File: src/brf_pkg.sv
// Shared constants, codes and the queue entry type for the byte ring FIFO.
package brf_pkg;

	localparam int DEPTH    = 1024;
	localparam int MAX_TAKE = 64;

	localparam int PTR_W    = $clog2(DEPTH);
	localparam int CNT_W    = $clog2(DEPTH + 1);
	localparam int LIMIT_W  = 11;
	localparam int WLEN_W   = 11;
	localparam int TLEN_W   = 7;
	localparam int FILL_W   = 11;
	localparam int TAKE_W   = $clog2(MAX_TAKE + 1);
	localparam int WIDE_W   = ((CNT_W > WLEN_W) ? CNT_W : WLEN_W) + 1;

	localparam int QDEPTH   = 2;
	localparam int QPTR_W   = $clog2(QDEPTH);
	localparam int QCNT_W   = $clog2(QDEPTH + 1);

	localparam logic [1:0] OP_GIVE  = 2'd0;
	localparam logic [1:0] OP_PUSH  = 2'd1;
	localparam logic [1:0] OP_TAKE  = 2'd2;
	localparam logic [1:0] OP_RESET = 2'd3;

	localparam logic [1:0] STAT_OK    = 2'd0;
	localparam logic [1:0] STAT_BIG   = 2'd1;
	localparam logic [1:0] STAT_FULL  = 2'd2;
	localparam logic [1:0] STAT_EMPTY = 2'd3;

	typedef struct packed {
		logic [1:0]        op;
		logic [7:0]        data;
		logic              first;
		logic              last;
		logic              big;
		logic [WLEN_W-1:0] wlen;
		logic [TAKE_W-1:0] tlen;
	} brf_item_t;

endpackage

File: src/brf_front.sv
// Front end: accepts command beats, classifies them and queues them for the back end.
module brf_front import brf_pkg::*; (
	input  logic             clk,
	input  logic             arst_n,
	input  logic             start,
	output logic             busy,
	input  logic [1:0]       opcode,
	input  logic [7:0]       data_byte,
	input  logic             first_byte,
	input  logic             last_byte_in,
	input  logic [WLEN_W-1:0] write_length,
	input  logic [TLEN_W-1:0] take_length,
	input  logic [CNT_W-1:0] lim,
	output brf_item_t        head,
	output logic             head_valid,
	input  logic             pop
);

	brf_item_t               q_mem [QDEPTH];
	logic [QPTR_W-1:0]       wr_ptr_q;
	logic [QPTR_W-1:0]       rd_ptr_q;
	logic [QCNT_W-1:0]       cnt_q;
	logic                    push;
	logic                    do_pop;
	brf_item_t               item;

	assign busy       = (cnt_q == QCNT_W'(QDEPTH));
	assign push       = start && !busy;
	assign head_valid = (cnt_q != '0);
	assign do_pop     = pop && head_valid;
	assign head       = q_mem[rd_ptr_q];

	always_comb begin
		item.op    = opcode;
		item.data  = data_byte;
		item.first = first_byte;
		item.last  = last_byte_in;
		item.wlen  = write_length;
		item.big   = (WIDE_W'(write_length) > WIDE_W'(lim));
		if (take_length == '0) begin
			item.tlen = TAKE_W'(1);
		end else if (int'(take_length) > MAX_TAKE) begin
			item.tlen = TAKE_W'(MAX_TAKE);
		end else begin
			item.tlen = TAKE_W'(take_length);
		end
	end

	always_ff @(posedge clk) begin
		if (push) begin
			q_mem[wr_ptr_q] <= item;
		end
	end

	always_ff @(posedge clk or negedge arst_n) begin
		if (!arst_n) begin
			wr_ptr_q <= '0;
			rd_ptr_q <= '0;
			cnt_q    <= '0;
		end else begin
			if (push) begin
				wr_ptr_q <= (wr_ptr_q == QPTR_W'(QDEPTH - 1)) ? '0 : wr_ptr_q + QPTR_W'(1);
			end
			if (do_pop) begin
				rd_ptr_q <= (rd_ptr_q == QPTR_W'(QDEPTH - 1)) ? '0 : rd_ptr_q + QPTR_W'(1);
			end
			unique case ({push, do_pop})
				2'b10:   cnt_q <= cnt_q + QCNT_W'(1);
				2'b01:   cnt_q <= cnt_q - QCNT_W'(1);
				default: cnt_q <= cnt_q;
			endcase
		end
	end

endmodule

File: config.mk
export PLATFORM = sky130hd
export DESIGN_NAME = brf_front
export DESIGN_NICKNAME = d
export VERILOG_FILES = /design/src/brf_pkg.sv /design/src/brf_front.sv
export SDC_FILE = /design/constraint.sdc
export NUM_CORES = 1
export LEC_CHECK = 0
export BUFFER_PORTS_ARGS = -buffer_cell sky130_fd_sc_hd__buf_2
export CAP_MARGIN = 20
export CORE_MARGIN = 4
export CORE_UTILIZATION = 51
export DETAILED_ROUTE_END_ITERATION = 12
export MAX_ROUTING_LAYER = met4
export PLACE_DENSITY = 0.84
export SKIP_LAST_GASP = 1
export SYNTH_ARGS = -nofsm -noshare
export SYNTH_HDL_FRONTEND = slang
export SYNTH_SLANG_ARGS = --single-unit
export TNS_END_PERCENT = 20
File: constraint.sdc
create_clock -name clk -period 2.8 [get_ports clk]
set_clock_uncertainty 0.1 [all_clocks]
set_input_delay 0.42 -clock clk [delete_from_list [all_inputs] [get_ports clk]]
set_output_delay 0.42 -clock clk [all_outputs]
set_load 0.02 [all_outputs]
==> flow_metrics.env <==
export IMPL_drcViolationCount=0
export IMPL_postRouteAntennaNets=0
export IMPL_core_um2=5200
export IMPL_wl_per_cell_um=15.6
export IMPL_hold_path_depth=1
export IMPL_cts_sinks=66
export IMPL_placed_area_um2=3240
export IMPL_finalHoldViolCount=0
export IMPL_fin_area_um2=3450
export IMPL_path_clk_slew_ns=0.07
export IMPL_p_leak_nw=1.42
export IMPL_via_per_inst=5.01
export IMPL_max_freq_ghz=0.468
export IMPL_nets=306
export IMPL_r2r_end="q_mem[0][7]$_DFFE_PP_"
export IMPL_peakVddDrop_mv=0.609
export IMPL_clk_path_buf_depth=2
export IMPL_drt_pass1_iterations=4
export IMPL_worst_pin_slew_ns=0.525
export IMPL_cts_tree="done"
export IMPL_routed_wl_mm=5.05
export IMPL_status="completed"
export IMPL_antenna_found_initial=0
export IMPL_worstReg2RegStart="cnt_q[0]$_DFFE_PN0P_"
export IMPL_cp_cell_sequence="buf_4, mux2_2, buf_2"
export IMPL_area_growth_pct=24.3
export IMPL_crit_buf_inv=2
export IMPL_yosysSeqAreaShare_pct=70.7
export IMPL_ys_types=26
export IMPL_grt_usage_pct=17.1
export IMPL_relSlewSlack_pct=64.9
export IMPL_rows=26
export IMPL_worstHoldStart="data_byte[2]"
export IMPL_cp_slowest_cell="mux2_2"
export IMPL_clockRootBuffer="clkbuf_8"
export IMPL_dp_hpwl_mm=3.49
export IMPL_port_buffers=77
export IMPL_drv_slew=0
export IMPL_path_class="reg -> out"
export IMPL_grt_pass1_vias=1736
export IMPL_cp_arrival_ns=1.62
export IMPL_synth_top_cell_by_area="edfxtp_1"
export IMPL_via_count=1624
export IMPL_whs_ns=0.177
export IMPL_h_tree_depth=3
export IMPL_hold_class="in -> reg"
export IMPL_p_per_area_nw_per_um2=986
export IMPL_cp_end_kind="output pin"
export IMPL_critPathTopFamily="buffers and inverters"
export IMPL_cts_setup_buffers=0
export IMPL_nFillCells=384
export IMPL_worst_setup_path_start_kind="flop"
export IMPL_netlist_instances=162
export IMPL_insertion_delay_ns=0.33
export IMPL_die_area_um2=6690
export IMPL_syn_cell_area_um2=2780
export IMPL_hold_end="q_mem[1][23]$_DFFE_PP_"
export IMPL_crit_fanout=32
export IMPL_antenna_cells=0
export IMPL_synth_top_area_share_pct=67.1
export IMPL_grt_max_degree=33
export IMPL_grt_pass1_wl_mm=8.02
export IMPL_ys_warn_count=0
export IMPL_syn_nets=219
export IMPL_cp_required_ns=2.28
export IMPL_period_share_pct=76.3
export IMPL_grt_ovfl_total=0
export IMPL_ctsHoldBuffers=1
export IMPL_critical_path_max_stage_delay_ns=0.39
export IMPL_die_y_um=81.8
export IMPL_layout_commonest_cell="buf_2"
export IMPL_setup_viol=0
export IMPL_drv_cap=0
export IMPL_final_cell_mix="buf_2 (77), edfxtp_1 (62), mux2_2 (27)"
export IMPL_io_pins=78
export IMPL_drt_iter0_markers=90
export IMPL_gpl_final_weighted_congestion=0.771
export IMPL_setup_tns_ns=0
export IMPL_die_x_um=81.8
export IMPL_cts_buffers=9
export IMPL_synth_seq_cells=66
export IMPL_reg2reg_slack_ns=1.00
export IMPL_drive_gt1_share_pct=48.0
export IMPL_start_util_pct=53.3
export IMPL_synth_area_leaders="edfxtp_1 (67%), mux2_2 (11%), ha_1 (5.4%), dfrtp_1 (3.6%), buf_6 (1.6%)"
export IMPL_cts_resized=0
export IMPL_place_ws_ns=0.962
export IMPL_ff2ff_path_depth=4
export IMPL_fin_ws_ns=0.664
export IMPL_rsz0062_at_grt="no"
export IMPL_avgSynthCellArea_um2=17.1
export IMPL_finalCriticalPeriod_ns=2.14
[layer usage]
metal,track usage [%],wire [µm],vias to the layer above
met5,-,0,-
met2,27.5,2470,80
met1,19.4,2030,757
li1,-,-,776
met4,9.97,103,0
met3,4.39,445,11
[flip-flops by register name (all words and copies together), names as in the netlist]
signal	cells
cnt_q	2
rd_ptr_q	1
wr_ptr_q	1
q_mem	62
[kinds of logic (layout without fill, tap and decap cells)]
kind of cell,after synthesis,after routing,synth area share (%)
fa+ha+maj,12,12,5.41
xor+xnor,5,5,1.58
buf+inv,17,109,3.38
compound gates,10,10,2.25
mux,31,31,12.6
flops,66,66,70.7
simple gates,21,21,4.10
[synthesized netlist by cell type]
master,number
o21ai_0,2
inv_1,12
ha_1,12
nor3_1,1
o2bb2ai_1,1
nor2b_1,5
clkbuf_1,1
mux2_1,4
o31a_1,1
nand4_1,3
edfxtp_1,62
xnor2_1,3
and3_1,1
buf_6,4
a21oi_1,4
dfrtp_1,4
a21o_1,1
nand2_1,2
xor2_1,2
nand2b_1,1
or2_1,1
a211oi_1,1
nor2_1,5
mux2_2,27
and2_4,1
nand3_1,1
[where the power goes]
| part | total (mW) | leakage, nW | switching (mW) | internal (mW) |
|---|---|---|---|---|
| sequential | 1.43 | 0.625 | 0.0697 | 1.36 |
| combinational | 1.19 | 0.689 | 0.711 | 0.482 |
| clock | 0.780 | 0.101 | 0.323 | 0.456 |
[stage by stage]
stage	power, mW	util (%)	instances
2_1_floorplan	2.31	-	162
3_3_place_gp	2.63	62.3	307
3_5_place_dp	2.66	62.3	307
4_1_cts	3.44	66.3	324
5_1_grt	3.60	66.3	324
6_report	3.40	66.3	324
[how the worst max path moves through the flow]
stage                                     from                      to  slack, ns  depth (start not counted)
final                     rd_ptr_q$_DFFE_PN0P_                 head[9]       0.66                          3
after global routing      rd_ptr_q$_DFFE_PN0P_                head[16]       0.58                          3
after CTS                 rd_ptr_q$_DFFE_PN0P_                 head[0]       0.62                          3
after detailed placement       write_length[2]  q_mem[0][18]$_DFFE_PP_       0.96                          6
after global placement         write_length[2]  q_mem[0][18]$_DFFE_PP_        1.0                          6
after floorplan           cnt_q[0]$_DFFE_PN0P_   q_mem[0][0]$_DFFE_PP_       0.34                          3
[area by class of cell]
| type | instances | area (µm²) | area share, % |
|---|---|---|---|
| Multi-Input combinational cell | 79 | 727 | 21.1 |
| Inverter | 12 | 45.0 | 1.31 |
| Sequential cell | 66 | 1960 | 56.9 |
| Clock inverter | 3 | 38.8 | 1.12 |
| Clock buffer | 13 | 159 | 4.61 |
| Tap cell | 70 | 87.6 | 2.54 |
| Timing Repair Buffer | 81 | 430 | 12.5 |
(Power assumes the default switching activity.)
